<file path="src/hdl/lir_pkg.sv">
// Package for the linear interpolation resampler: widths, rate constants,
// divider constants and the controller/datapath command and status structs.
// No dependencies.
`default_nettype none

package lir_pkg;

  // Output rate and the derived minimum source step.
  localparam int OUT_RATE    = 16000;
  localparam int RATE_FLOOR  = (OUT_RATE + 1) / 2;

  localparam int SAMPLE_W    = 16;
  localparam int RATE_W      = 16;
  localparam int POS_W       = 17;
  localparam int FRAC_W      = 14;   // holds any weight below OUT_RATE
  localparam int RATE_RESET  = 15625;

  localparam int MAX_RESULTS = 4;
  localparam int CNT_W       = 3;

  // Divide by OUT_RATE = 2^OUT_SHIFT * OUT_ODD: shift, then reciprocal
  // multiply by 1/OUT_ODD with a single correction step.
  localparam int OUT_SHIFT   = 7;
  localparam int OUT_ODD     = OUT_RATE >> OUT_SHIFT;
  localparam int SUM_W       = 32;
  localparam int MAG_W       = 22;   // |sum| >> OUT_SHIFT
  localparam int QUO_W       = 17;
  localparam int RECIP_K     = 30;
  localparam int RECIP_M     = (1 << RECIP_K) / OUT_ODD;
  localparam int RECIP_W     = 24;
  localparam int PIPE_DEPTH  = 5;

  typedef logic signed [SAMPLE_W-1:0] sample_t;
  typedef logic [RATE_W-1:0]          rate_t;
  typedef logic [POS_W-1:0]           pos_t;

  // Controller -> datapath.
  typedef struct packed {
    logic load;       // take input item
    logic have;       // a sample was already held at load
    logic set_final;  // final interval: current = next = item sample
    logic start;      // launch one blend at the current position
    logic wrap;       // close an interval: position -= OUT_RATE
    logic send_out;   // move finished blend to the output register
    logic run_last;
    logic stream_end;
    logic clr_state;  // end of stream: clear position and held sample
  } lir_cmd_t;

  // Datapath -> controller.
  typedef struct packed {
    logic pos_lt;     // position below OUT_RATE
    logic done;       // blend result ready
    logic out_busy;   // output register holds an untaken result
  } lir_stat_t;

endpackage

`default_nettype wire

</file>
<file path="src/hdl/lir_ifs.sv">
// Stream interfaces of the resampler: input, result and configuration
// channels. Depends on lir_pkg.
`default_nettype none

interface lir_in_if;
  logic              valid;
  logic              ready;
  lir_pkg::sample_t  in_sample;
  logic              last_sample;
  modport source (output valid, in_sample, last_sample, input ready);
  modport sink   (input valid, in_sample, last_sample, output ready);
endinterface

interface lir_out_if;
  logic              valid;
  logic              ready;
  lir_pkg::sample_t  out_sample;
  logic              run_last;
  logic              stream_end;
  modport source (output valid, out_sample, run_last, stream_end, input ready);
  modport sink   (input valid, out_sample, run_last, stream_end, output ready);
endinterface

interface lir_cfg_if;
  logic            valid;
  logic            ready;
  lir_pkg::rate_t  rate_value;
  modport source (output valid, rate_value, input ready);
  modport sink   (input valid, rate_value, output ready);
endinterface

`default_nettype wire

</file>
<file path="src/hdl/lir_dp.sv">
// Resampler datapath: rate register, held sample, position, blend pipeline
// (multiply-add and divide by OUT_RATE) and the output register.
// Depends on lir_pkg.
`default_nettype none

module lir_dp (
  input  wire logic               clk,
  input  wire logic               rst_n,
  input  wire lir_pkg::lir_cmd_t  cmd,
  output lir_pkg::lir_stat_t      stat,
  input  wire lir_pkg::sample_t   item_sample,
  input  wire logic               cfg_we,
  input  wire lir_pkg::rate_t     cfg_rate,
  output logic                    out_valid,
  input  wire logic               out_ready,
  output lir_pkg::sample_t        out_sample,
  output logic                    out_run_last,
  output logic                    out_stream_end
);

  lir_pkg::rate_t   rate_r;
  lir_pkg::pos_t    pos_r;
  lir_pkg::sample_t held_r;
  lir_pkg::sample_t cur_r;
  lir_pkg::sample_t nxt_r;
  lir_pkg::pos_t    step;

  // blend pipeline
  logic [lir_pkg::FRAC_W-1:0]        f_r;
  logic signed [lir_pkg::SAMPLE_W:0] diff_r;
  lir_pkg::sample_t                  base_r;
  lir_pkg::sample_t                  base1_r;
  logic signed [lir_pkg::SUM_W-1:0]  prod_nxt;
  logic signed [lir_pkg::SUM_W-1:0]  prod_r;
  logic signed [lir_pkg::SUM_W-1:0]  sum_nxt;
  logic signed [lir_pkg::SUM_W-1:0]  sum_r;
  logic [lir_pkg::SUM_W-1:0]         mag;
  logic [lir_pkg::MAG_W-1:0]         b_r;
  logic [lir_pkg::MAG_W-1:0]         b2_r;
  logic                              neg_r;
  logic                              neg2_r;
  logic [lir_pkg::MAG_W+lir_pkg::RECIP_W-1:0] recip_prod;
  logic [lir_pkg::QUO_W-1:0]         q0_r;
  logic [lir_pkg::MAG_W-1:0]         rem;
  logic [lir_pkg::QUO_W-1:0]         quo;
  logic [lir_pkg::QUO_W-1:0]         sres;
  lir_pkg::sample_t                  res_r;
  logic [lir_pkg::PIPE_DEPTH-1:0]    vld_r;

  lir_pkg::sample_t out_sample_r;
  logic             out_valid_r;
  logic             out_rl_r;
  logic             out_se_r;

  assign step = (rate_r < lir_pkg::RATE_W'(lir_pkg::RATE_FLOOR))
              ? lir_pkg::POS_W'(lir_pkg::RATE_FLOOR)
              : lir_pkg::POS_W'(rate_r);

  assign stat.pos_lt   = pos_r < lir_pkg::POS_W'(lir_pkg::OUT_RATE);
  assign stat.done     = vld_r[lir_pkg::PIPE_DEPTH-1];
  assign stat.out_busy = out_valid_r;

  // Control state
  always_ff @(posedge clk) begin
    if (!rst_n) begin
      rate_r      <= lir_pkg::RATE_W'(lir_pkg::RATE_RESET);
      pos_r       <= '0;
      held_r      <= '0;
      vld_r       <= '0;
      out_valid_r <= 1'b0;
    end else begin
      if (cfg_we) begin
        rate_r <= cfg_rate;
      end
      if (cmd.load) begin
        held_r <= item_sample;
        if (!cmd.have) begin
          pos_r <= '0;
        end
      end
      if (cmd.start) begin
        pos_r <= pos_r + step;
      end
      if (cmd.wrap) begin
        pos_r <= pos_r - lir_pkg::POS_W'(lir_pkg::OUT_RATE);
      end
      if (cmd.clr_state) begin
        pos_r  <= '0;
        held_r <= '0;
      end
      vld_r <= {vld_r[lir_pkg::PIPE_DEPTH-2:0], cmd.start};
      if (cmd.send_out) begin
        out_valid_r <= 1'b1;
      end else if (out_ready) begin
        out_valid_r <= 1'b0;
      end
    end
  end

  // Interval endpoints
  always_ff @(posedge clk) begin
    if (cmd.load) begin
      cur_r <= cmd.have ? held_r : item_sample;
      nxt_r <= item_sample;
    end else if (cmd.set_final) begin
      cur_r <= nxt_r;
    end
  end

  // Blend: cur*OUT_RATE + (nxt-cur)*f, then signed divide by OUT_RATE
  assign prod_nxt = diff_r * $signed({1'b0, f_r});
  assign sum_nxt  = (lir_pkg::SUM_W'(base1_r) * lir_pkg::SUM_W'(lir_pkg::OUT_RATE))
                  + prod_r;
  assign mag      = sum_r[lir_pkg::SUM_W-1] ? lir_pkg::SUM_W'(-sum_r)
                                            : lir_pkg::SUM_W'(sum_r);
  assign recip_prod = (lir_pkg::MAG_W+lir_pkg::RECIP_W)'(b_r)
                    * (lir_pkg::MAG_W+lir_pkg::RECIP_W)'(lir_pkg::RECIP_M);
  // q0 may be one short; one compare fixes it
  assign rem  = b2_r - lir_pkg::MAG_W'(lir_pkg::MAG_W'(q0_r)
                                       * lir_pkg::MAG_W'(lir_pkg::OUT_ODD));
  assign quo  = (rem >= lir_pkg::MAG_W'(lir_pkg::OUT_ODD)) ? q0_r + 1'b1 : q0_r;
  assign sres = neg2_r ? -quo : quo;

  always_ff @(posedge clk) begin
    if (cmd.start) begin
      f_r    <= pos_r[lir_pkg::FRAC_W-1:0];
      diff_r <= {nxt_r[lir_pkg::SAMPLE_W-1], nxt_r} - {cur_r[lir_pkg::SAMPLE_W-1], cur_r};
      base_r <= cur_r;
    end
    prod_r  <= prod_nxt;
    base1_r <= base_r;
    sum_r   <= sum_nxt;
    b_r     <= mag[lir_pkg::OUT_SHIFT +: lir_pkg::MAG_W];
    neg_r   <= sum_r[lir_pkg::SUM_W-1];
    q0_r    <= recip_prod[lir_pkg::RECIP_K +: lir_pkg::QUO_W];
    b2_r    <= b_r;
    neg2_r  <= neg_r;
    if (vld_r[lir_pkg::PIPE_DEPTH-1]) begin
      res_r <= sres[lir_pkg::SAMPLE_W-1:0];
    end
    if (cmd.send_out) begin
      out_sample_r <= res_r;
      out_rl_r     <= cmd.run_last;
      out_se_r     <= cmd.stream_end;
    end
  end

  assign out_valid      = out_valid_r;
  assign out_sample     = out_sample_r;
  assign out_run_last   = out_rl_r;
  assign out_stream_end = out_se_r;

endmodule

`default_nettype wire

</file>
<file path="src/hdl/lir_ctrl.sv">
// Resampler controller: walks the source intervals of one item, launches
// blends, and tags and releases results. Depends on lir_pkg.
`default_nettype none

module lir_ctrl (
  input  wire logic                clk,
  input  wire logic                rst_n,
  input  wire logic                in_valid,
  output logic                     in_ready,
  input  wire logic                item_last,
  input  wire lir_pkg::lir_stat_t  stat,
  output lir_pkg::lir_cmd_t        cmd
);

  typedef enum logic [1:0] {
    S_IDLE,
    S_CHECK,
    S_CALC,
    S_FINISH
  } state_t;

  state_t                    state_r, state_nxt;
  logic                      have_first_r, have_first_nxt;
  logic                      last_r, last_nxt;
  logic                      final_ph_r, final_ph_nxt;
  logic                      pend_r, pend_nxt;
  logic [lir_pkg::CNT_W-1:0] n_r, n_nxt;

  assign in_ready = (state_r == S_IDLE);

  always_comb begin
    state_nxt      = state_r;
    have_first_nxt = have_first_r;
    last_nxt       = last_r;
    final_ph_nxt   = final_ph_r;
    pend_nxt       = pend_r;
    n_nxt          = n_r;
    cmd            = '0;
    unique case (state_r)
      S_IDLE: begin
        if (in_valid) begin
          cmd.load     = 1'b1;
          cmd.have     = have_first_r;
          last_nxt     = item_last;
          n_nxt        = '0;
          final_ph_nxt = !have_first_r;
          if (have_first_r || item_last) begin
            state_nxt = S_CHECK;
          end
          have_first_nxt = 1'b1;
        end
      end
      S_CHECK: begin
        if (stat.pos_lt && (n_r < lir_pkg::CNT_W'(lir_pkg::MAX_RESULTS))) begin
          if (!(pend_r && stat.out_busy)) begin
            cmd.start    = 1'b1;
            cmd.send_out = pend_r;
            pend_nxt     = 1'b0;
            n_nxt        = n_r + 1'b1;
            state_nxt    = S_CALC;
          end
        end else begin
          cmd.wrap = 1'b1;
          if (!final_ph_r && last_r) begin
            cmd.set_final = 1'b1;
            final_ph_nxt  = 1'b1;
          end else begin
            state_nxt = S_FINISH;
          end
        end
      end
      S_CALC: begin
        if (stat.done) begin
          pend_nxt  = 1'b1;
          state_nxt = S_CHECK;
        end
      end
      S_FINISH: begin
        if (!(pend_r && stat.out_busy)) begin
          cmd.send_out   = pend_r;
          cmd.run_last   = 1'b1;
          cmd.stream_end = last_r;
          pend_nxt       = 1'b0;
          if (last_r) begin
            cmd.clr_state  = 1'b1;
            have_first_nxt = 1'b0;
          end
          state_nxt = S_IDLE;
        end
      end
      default: state_nxt = S_IDLE;
    endcase
  end

  always_ff @(posedge clk) begin
    if (!rst_n) begin
      state_r      <= S_IDLE;
      have_first_r <= 1'b0;
      last_r       <= 1'b0;
      final_ph_r   <= 1'b0;
      pend_r       <= 1'b0;
      n_r          <= '0;
    end else begin
      state_r      <= state_nxt;
      have_first_r <= have_first_nxt;
      last_r       <= last_nxt;
      final_ph_r   <= final_ph_nxt;
      pend_r       <= pend_nxt;
      n_r          <= n_nxt;
    end
  end

endmodule

`default_nettype wire

</file>
<file path="src/hdl/linear_interp_resampler.sv">
// Top level of the linear interpolation resampler: controller plus datapath.
// Depends on lir_pkg, lir_ifs (interfaces), lir_ctrl and lir_dp.
//
//  channel  | dir | payload                               | transfer
//  ---------+-----+---------------------------------------+------------------
//  in_ch    | in  | in_sample (s16), last_sample          | valid && ready
//  out_ch   | out | out_sample (s16), run_last, stream_end| valid && ready
//  cfg_ch   | in  | rate_value (u16)                      | valid (ready = 1)
//
// One item at a time. An item is accepted, then each result is launched
// and passes through the multiply/divide pipeline, each interval is closed
// and the item finishes; a final item that follows an earlier sample closes
// two intervals. A first sample that is not final is only accepted.
// Synchronous active-low reset; no clearing pass. A result waiting in the
// output register holds off the next result launch only while a finished
// result is also pending; it can wait there while the next one is computed.
`default_nettype none

module linear_interp_resampler (
  input  wire logic  clk,
  input  wire logic  rst_n,
  lir_in_if.sink     in_ch,
  lir_out_if.source  out_ch,
  lir_cfg_if.sink    cfg_ch
);

  lir_pkg::lir_cmd_t  cmd;
  lir_pkg::lir_stat_t stat;
  logic               in_ready;

  // config register is always writable
  assign cfg_ch.ready = 1'b1;
  assign in_ch.ready  = in_ready;

  lir_ctrl u_ctrl (
    .clk       (clk),
    .rst_n     (rst_n),
    .in_valid  (in_ch.valid),
    .in_ready  (in_ready),
    .item_last (in_ch.last_sample),
    .stat      (stat),
    .cmd       (cmd)
  );

  lir_dp u_dp (
    .clk            (clk),
    .rst_n          (rst_n),
    .cmd            (cmd),
    .stat           (stat),
    .item_sample    (in_ch.in_sample),
    .cfg_we         (cfg_ch.valid),
    .cfg_rate       (cfg_ch.rate_value),
    .out_valid      (out_ch.valid),
    .out_ready      (out_ch.ready),
    .out_sample     (out_ch.out_sample),
    .out_run_last   (out_ch.run_last),
    .out_stream_end (out_ch.stream_end)
  );

endmodule

`default_nettype wire
</file>
<file path="src/flat_wrapper.sv">
// flat-port wrapper written by rule: the top's interface ports become plain ports
module linear_interp_resampler_flat 
  (clk, rst_n, in_ch_valid, in_ch_in_sample, in_ch_last_sample, in_ch_ready, out_ch_valid, out_ch_out_sample, out_ch_run_last, out_ch_stream_end, out_ch_ready, cfg_ch_valid, cfg_ch_rate_value, cfg_ch_ready);
  lir_in_if in_ch_i ();
  lir_out_if out_ch_i ();
  lir_cfg_if cfg_ch_i ();
  input  wire logic clk;
  input  wire logic rst_n;
  input wire logic [$bits(in_ch_i.valid)-1:0] in_ch_valid;
  input wire logic [$bits(in_ch_i.in_sample)-1:0] in_ch_in_sample;
  input wire logic [$bits(in_ch_i.last_sample)-1:0] in_ch_last_sample;
  output wire logic [$bits(in_ch_i.ready)-1:0] in_ch_ready;
  output wire logic [$bits(out_ch_i.valid)-1:0] out_ch_valid;
  output wire logic [$bits(out_ch_i.out_sample)-1:0] out_ch_out_sample;
  output wire logic [$bits(out_ch_i.run_last)-1:0] out_ch_run_last;
  output wire logic [$bits(out_ch_i.stream_end)-1:0] out_ch_stream_end;
  input wire logic [$bits(out_ch_i.ready)-1:0] out_ch_ready;
  input wire logic [$bits(cfg_ch_i.valid)-1:0] cfg_ch_valid;
  input wire logic [$bits(cfg_ch_i.rate_value)-1:0] cfg_ch_rate_value;
  output wire logic [$bits(cfg_ch_i.ready)-1:0] cfg_ch_ready;
  assign in_ch_i.valid = in_ch_valid;
  assign in_ch_i.in_sample = in_ch_in_sample;
  assign in_ch_i.last_sample = in_ch_last_sample;
  assign in_ch_ready = in_ch_i.ready;
  assign out_ch_valid = out_ch_i.valid;
  assign out_ch_out_sample = out_ch_i.out_sample;
  assign out_ch_run_last = out_ch_i.run_last;
  assign out_ch_stream_end = out_ch_i.stream_end;
  assign out_ch_i.ready = out_ch_ready;
  assign cfg_ch_i.valid = cfg_ch_valid;
  assign cfg_ch_i.rate_value = cfg_ch_rate_value;
  assign cfg_ch_ready = cfg_ch_i.ready;
  linear_interp_resampler u_core (.clk(clk), .rst_n(rst_n), .in_ch(in_ch_i), .out_ch(out_ch_i), .cfg_ch(cfg_ch_i));
endmodule
</file>
<file path="config.mk">
export PLATFORM = sky130hd
export DESIGN_NAME = linear_interp_resampler_flat
export DESIGN_NICKNAME = d
export VERILOG_FILES = /design/src/hdl/lir_pkg.sv /design/src/hdl/lir_ifs.sv /design/src/hdl/lir_dp.sv /design/src/hdl/lir_ctrl.sv /design/src/hdl/linear_interp_resampler.sv /design/src/flat_wrapper.sv
export SDC_FILE = /design/constraint.sdc
export NUM_CORES = 2
export LEC_CHECK = 0
export BUFFER_PORTS_ARGS = -buffer_cell sky130_fd_sc_hd__buf_2
export CORE_AREA = 2 2 237 298
export DETAILED_ROUTE_END_ITERATION = 16
export DIE_AREA = 0 0 239 300
export PLACE_DENSITY = 0.62
export SLEW_MARGIN = 5
export SYNTH_ARGS = -nofsm -noshare
export SYNTH_HDL_FRONTEND = slang
export SYNTH_HIERARCHICAL = 1
export SYNTH_SLANG_ARGS = --single-unit
</file>
<file path="constraint.sdc">
create_clock -name clk -period 9.9 [get_ports clk]
set_input_delay 0.99 -clock clk [delete_from_list [all_inputs] [get_ports clk]]
set_output_delay 0.99 -clock clk [all_outputs]
set_load 0.05 [all_outputs]
</file>
### Yosys cells after proc, flatten, opt, wreduce, memory -nomap -nowiden

Index checks and enable logic that the tools add are counted.

* logic and storage cells: 128
* input port bits: 38
* flip-flop bits (word level): 297
* output and inout bits: 21

* multiply operators: 3
* reductions and logical operators: 22
* eq/ne operators: 15
* add/subtract/negate cells: 6
* mux-type cells: 50
* bitwise gates (word level): 2
* order comparisons: 3

Operator list (count)
* $mux 16: 5
* $mux 17: 4
* $mul 22x23->45 const B: 1
* $add 31x32->32: 1
* $mul 17x15->32: 1
* $mux 29: 1
* $neg 29->29: 1
* $mul 16x8->24 const B: 1
* $mux 1: 20
* $mux 2: 9
* $add 17x16->17: 1
* $lt 17x14->1 const B: 1
* $sub 16x16->17: 1
* $sub 17x14->17 const B: 1
* $lt 16x13->1 const B: 1
* $ne 2x2->1 const B: 8
* $mux 3: 4
* $reduce_and 4->1: 3
* $pmux 2 s4: 1
* $reduce_bool 2->1: 4
* $ne 3x3->1 const B: 2
* $pmux 1 s2: 3
* $pmux 3 s2: 1
* $reduce_and 6->1: 1
* other kinds (17): 25

### Depth between registers and ports, before layout

* depth after elaboration: 7
* mapped depth: 27
* depth with buffers taken out: 27

### Modules after synthesis

Netlist, hierarchy kept.

Modules (own cells, without submodules)
* lir_dp: area each 30295.3 sq um, sequential area each 6816.5 sq um, times used 1, cells each 3022
* lir_ctrl: area each 491.7 sq um, sequential area each 180.2 sq um, times used 1, cells each 57
* linear_interp_resampler: area each 11.3 sq um, sequential area each 0.0 sq um, times used 1, cells each 2

### Least setup slack after synthesis

Ideal clock, no wire load.

* path kind: register to register
* start point: reg u_core/u_dp/b_r[11] in the netlist's numbering
* end point: reg u_core/u_dp/q0_r[14] in the netlist's numbering
* data arrival time: 6451 ps
* data required time: 9828 ps
* period minus slack after synthesis: 6523 ps
* cell stages (with the launch flop): 25
* setup time: 72 ps
* setup slack: 3377 ps
* path buffers: 0
* cell sequence: dfxtp_1 -> inv_1 -> ha_1 -> fa_1 -> inv_1 -> fa_1 -> fa_1 -> inv_1 -> fa_1 -> inv_1 -> fa_1 -> inv_1 -> fa_1 -> inv_1 -> ha_1 -> a2111oi_0 -> o21ai_0 -> o21ai_0 -> a21o_1 -> a31oi_1 -> o21ai_0 -> a21oi_1 -> and4_1 -> a2111oi_0 -> xnor2_1

* longest elaborated chain between the ends: 1

Ends and longest elaborated chain
* start: declaration: RTL line lir_dp.sv:38 `logic [lir_pkg::MAG_W-1:0] b_r;`
* start signal: assignment: RTL line lir_dp.sv:133 `b_r <= mag[lir_pkg::OUT_SHIFT +: lir_pkg::MAG_W];`
* $mul 22x23->45: RTL line lir_dp.sv:117 `* (lir_pkg::MAG_W+lir_pkg::RECIP_W)'(lir_pkg::RECIP_M);`
* via u_core.u_dp.recip_prod (one bit): RTL line lir_dp.sv:42 `logic [lir_pkg::MAG_W+lir_pkg::RECIP_W-1:0] recip_prod;`
* end signal: assignment: RTL line lir_dp.sv:135 `q0_r <= recip_prod[lir_pkg::RECIP_K +: lir_pkg::QUO_W];`
* end: declaration: RTL line lir_dp.sv:43 `logic [lir_pkg::QUO_W-1:0] q0_r;`

The timed path passes the listed nets, and every way through them passes these cells.
A chain may end at the register's enable or synchronous reset.

### Worst setup path in the final report

Ends and elaborated chain as after synthesis.

==> summary.txt <==
Status
  – Status: finished clean

Critical path
  – Crit path max fanout: 7
  – CP arrival: 7.68 ns
  – WS Path Type: reg2reg
  – Endpoint class of the critical path: flop
  – Crit start category: flop
  – Worst EP required: 10.38 ns
  – Worst reg-to-reg setup slack: 2.71 ns

Timing
  – Slew headroom: 41.6%
  – Post-route setup TNS: 0 ns
  – Worst slew pin tran: 0.865 ns
  – Fin crit share: 72.7%
  – Clock Skew: 0.0273 ns
  – Final hold violations: 0
  – Slew Limit Fails: 0
  – Fin crit period: 7.19 ns
  – RSZ-0062 raised after global routing: false
  – # setup viols final: 0
  – Hold_ws: 0.322 ns
  – Max Fclk: 0.139 GHz

Yosys
  – Largest area contributor in the netlist: fa_1
  – Post-Synth XOR/XNOR Area: 3.91%
  – Mapped Avg Cell Area: 10.0 um2
  – Synth Flop Type: dfxtp_1
  – Synth top area share: 27.7%
  – Ys async rst share: 0%
  – Post-synthesis mux area share: 1.66%
  – Post-synthesis adder-cell area fraction: 44.8%
  – Compound-Gate Fraction of Synth Area: 7.14%
  – Largest family of logic cells by synthesized area: adder cells
  – Library cells used by synthesis: 75
  – Mapped Cells: 3,081
  – Seq cells post-synth: 293
  – Largest cells by area after synthesis: fa_1 (28%), ha_1 (17%), dfxtp_1 (12%)
  – Synthesized cell area: 0.0308 mm2
  – Register area share after synthesis: 22.7%
  – Syn Nets: 3,965
  – EDFF count, synth: 113
  – Synth Warn #: 6
  – Post-Synth Simple-Gate Area: 10.2%

Layout
  – Area grow syn2layout: 7.63%
  – Fin nets: 3,997
  – Most common cell after layout, fill and taps aside: inv_1
  – Most frequent cells in the layout: inv_1 (713), fa_1 (426), ha_1 (420), nand2_1 (204), dfxtp_1 (180)
  – Finished Core Util: 48.1%
  – Final Cell Area: 0.0331 mm2
  – Antenna diode count: 0
  – FILL cells: 6,518
  – Layout cells sized above 1: 4.91%

Global routing
  – Largest net degree at the start of global routing: 74
  – Vias in the first global route: 21.0k
  – Total GRT Usage: 18.2%
  – First-pass GRT wire length: 104,000 um
  – Initial antenna violation count: 1
  – Total gr overflow: 0

Placed design
  – Number of buffers added on ports: 57
  – Dpl hpwl: 52,700 um
  – Dpl cell area: 0.0320 mm2
  – Placer Congestion: 0.894

Die
  – DIE AREA: 0.0717 mm2
  – Die height: 300 um
  – FP Rows: 108
  – Core area: 0.0689 mm2
  – Die Span X: 239 um
  – Initial core utilization: 44.7%
  – Ports: 59

Drt
  – Total number of vias: 19.6k
  – Post-DR vias/cell: 4.88
  – DRC viols: 0
  – Wire per inst: 15.4 um
  – Routed WL: 62,000 um
  – Pre-antenna DRT Iters: 7
  – Initial DRC Count: 640
  – Antenna viol nets, final: 0

Clocking
  – TritonCTS Buffers: 36
  – Hold-fix buffers, CTS: 0
  – CTS resizes: 0
  – Number of post-CTS setup repair buffers: 0
  – Clock latency on the worst-skew pair: 0.55 ns
  – CTS max path bufs: 3
  – CTS tree: built
  – Reg clk slew, reported paths: 0.06 ns
  – Sinks on the clock net: 293
  – Root Driver: clkbuf_16
  – H-tree depth: 2

Min path
  – Min-Delay Path Class: reg2reg

Job
  – Maximum Capacitance Violations: 0
-- worst max-delay path: stages (launching register included) --
cell       delay [ns]
dfxtp_1          0.48
inv_1            0.13
ha_1             0.36
fa_1             0.54
inv_1            0.05
fa_1             0.42
fa_1             0.55
inv_1            0.05
fa_1             0.47
inv_1            0.06
fa_1             0.54
inv_1            0.06
fa_1             0.52
inv_1            0.04
ha_1             0.32
a2111oi_0        0.35
o21ai_0          0.15
o21ai_0          0.12
a21o_1           0.14
a31oi_1          0.07
o21ai_0          0.47
a21oi_1          0.20
and4_1           0.25
a2111oi_0        0.62
xnor2_1          0.18
-- cell usage after synthesis, types with 15 or more instances --
cell type and n:
a211oi_1 15, a21o_1 44, a21oi_1 110, and2_1 122
clkbuf_1 60, dfxtp_1 180, edfxtp_1 113, fa_1 426
ha_1 420, inv_1 713, mux2i_1 51, nand2_1 204
nand2b_1 18, nand3_1 20, nor2_1 112, nor2b_1 30
nor3_1 28, o21a_1 22, o21ai_0 72, or2_2 16
xnor2_1 102, xor2_1 33
-- worst paths after layout --
path,endpoint,depth (start not counted),startpoint
max,u_core/u_dp/q0_r[14],24,u_core/u_dp/b_r[11]
min,u_core/u_dp/sum_r[5],0,u_core/u_dp/prod_r[5]
max reg2reg,u_core/u_dp/q0_r[14],24,u_core/u_dp/b_r[11]
min reg2reg,u_core/u_dp/sum_r[5],0,u_core/u_dp/prod_r[5]
-- flip-flops by register name (all words and copies together), names as in the netlist, 16 cells and up --
register	flops
u_core/u_dp/b_r	22
u_core/u_dp/pos_r	17
u_core/u_dp/diff_r	17
u_core/u_dp/q0_r	16
u_core/u_dp/base1_r	16
u_core/u_dp/base_r	16
u_core/u_dp/rate_r	16
u_core/u_dp/held_r	16
u_core/u_dp/prod_r	32
u_core/u_dp/res_r	16
u_core/u_dp/nxt_r	16
u_core/u_dp/sum_r	30
u_core/u_dp/cur_r	16
u_core/u_dp/out_sample	16
-- metrics by stage --
step / setup slack [ns] / std cells
after global placement: 2.81 / 3955
after global routing: 2.11 / 4019
after CTS: 2.74 / 4019
after floorplan: 3.38 / 3081
final: 2.71 / 4019
after detailed placement: 2.71 / 3955
-- cell type report --
class / instances / area [um2] / share of cell area, %
inverter: 713 / 2680 / 8.07
timing repair buffer: 65 / 345 / 1.04
multi-input combinational: 2004 / 20800 / 62.9
tap: 880 / 1100 / 3.32
sequential: 293 / 7000 / 21.1
clock inverter: 17 / 178 / 0.536
clock buffer: 47 / 1010 / 3.06
-- routing by layer --
metal,GRT usage (%),vias to the layer above,part of all wire (%)
met5,0,-,0.018
met2,34.4,255,52
met1,21.0,9471,41
met3,2.26,121,2.5
li1,-,9781,-
met4,6.61,2,3.8
-- cell families after synthesis --
group / Yosys count
adders and majority gates: 846
buffers and inverters: 784
and+or+nand+nor: 621
AOI/OAI and AO/OA: 349
DFF: 293
xor gates and xnor gates: 136
muxes: 51
other: 1
Power is left out: the tool's default activity adds up to more than one toggle a clock period on the data nets, which glitch-free logic cannot reach.
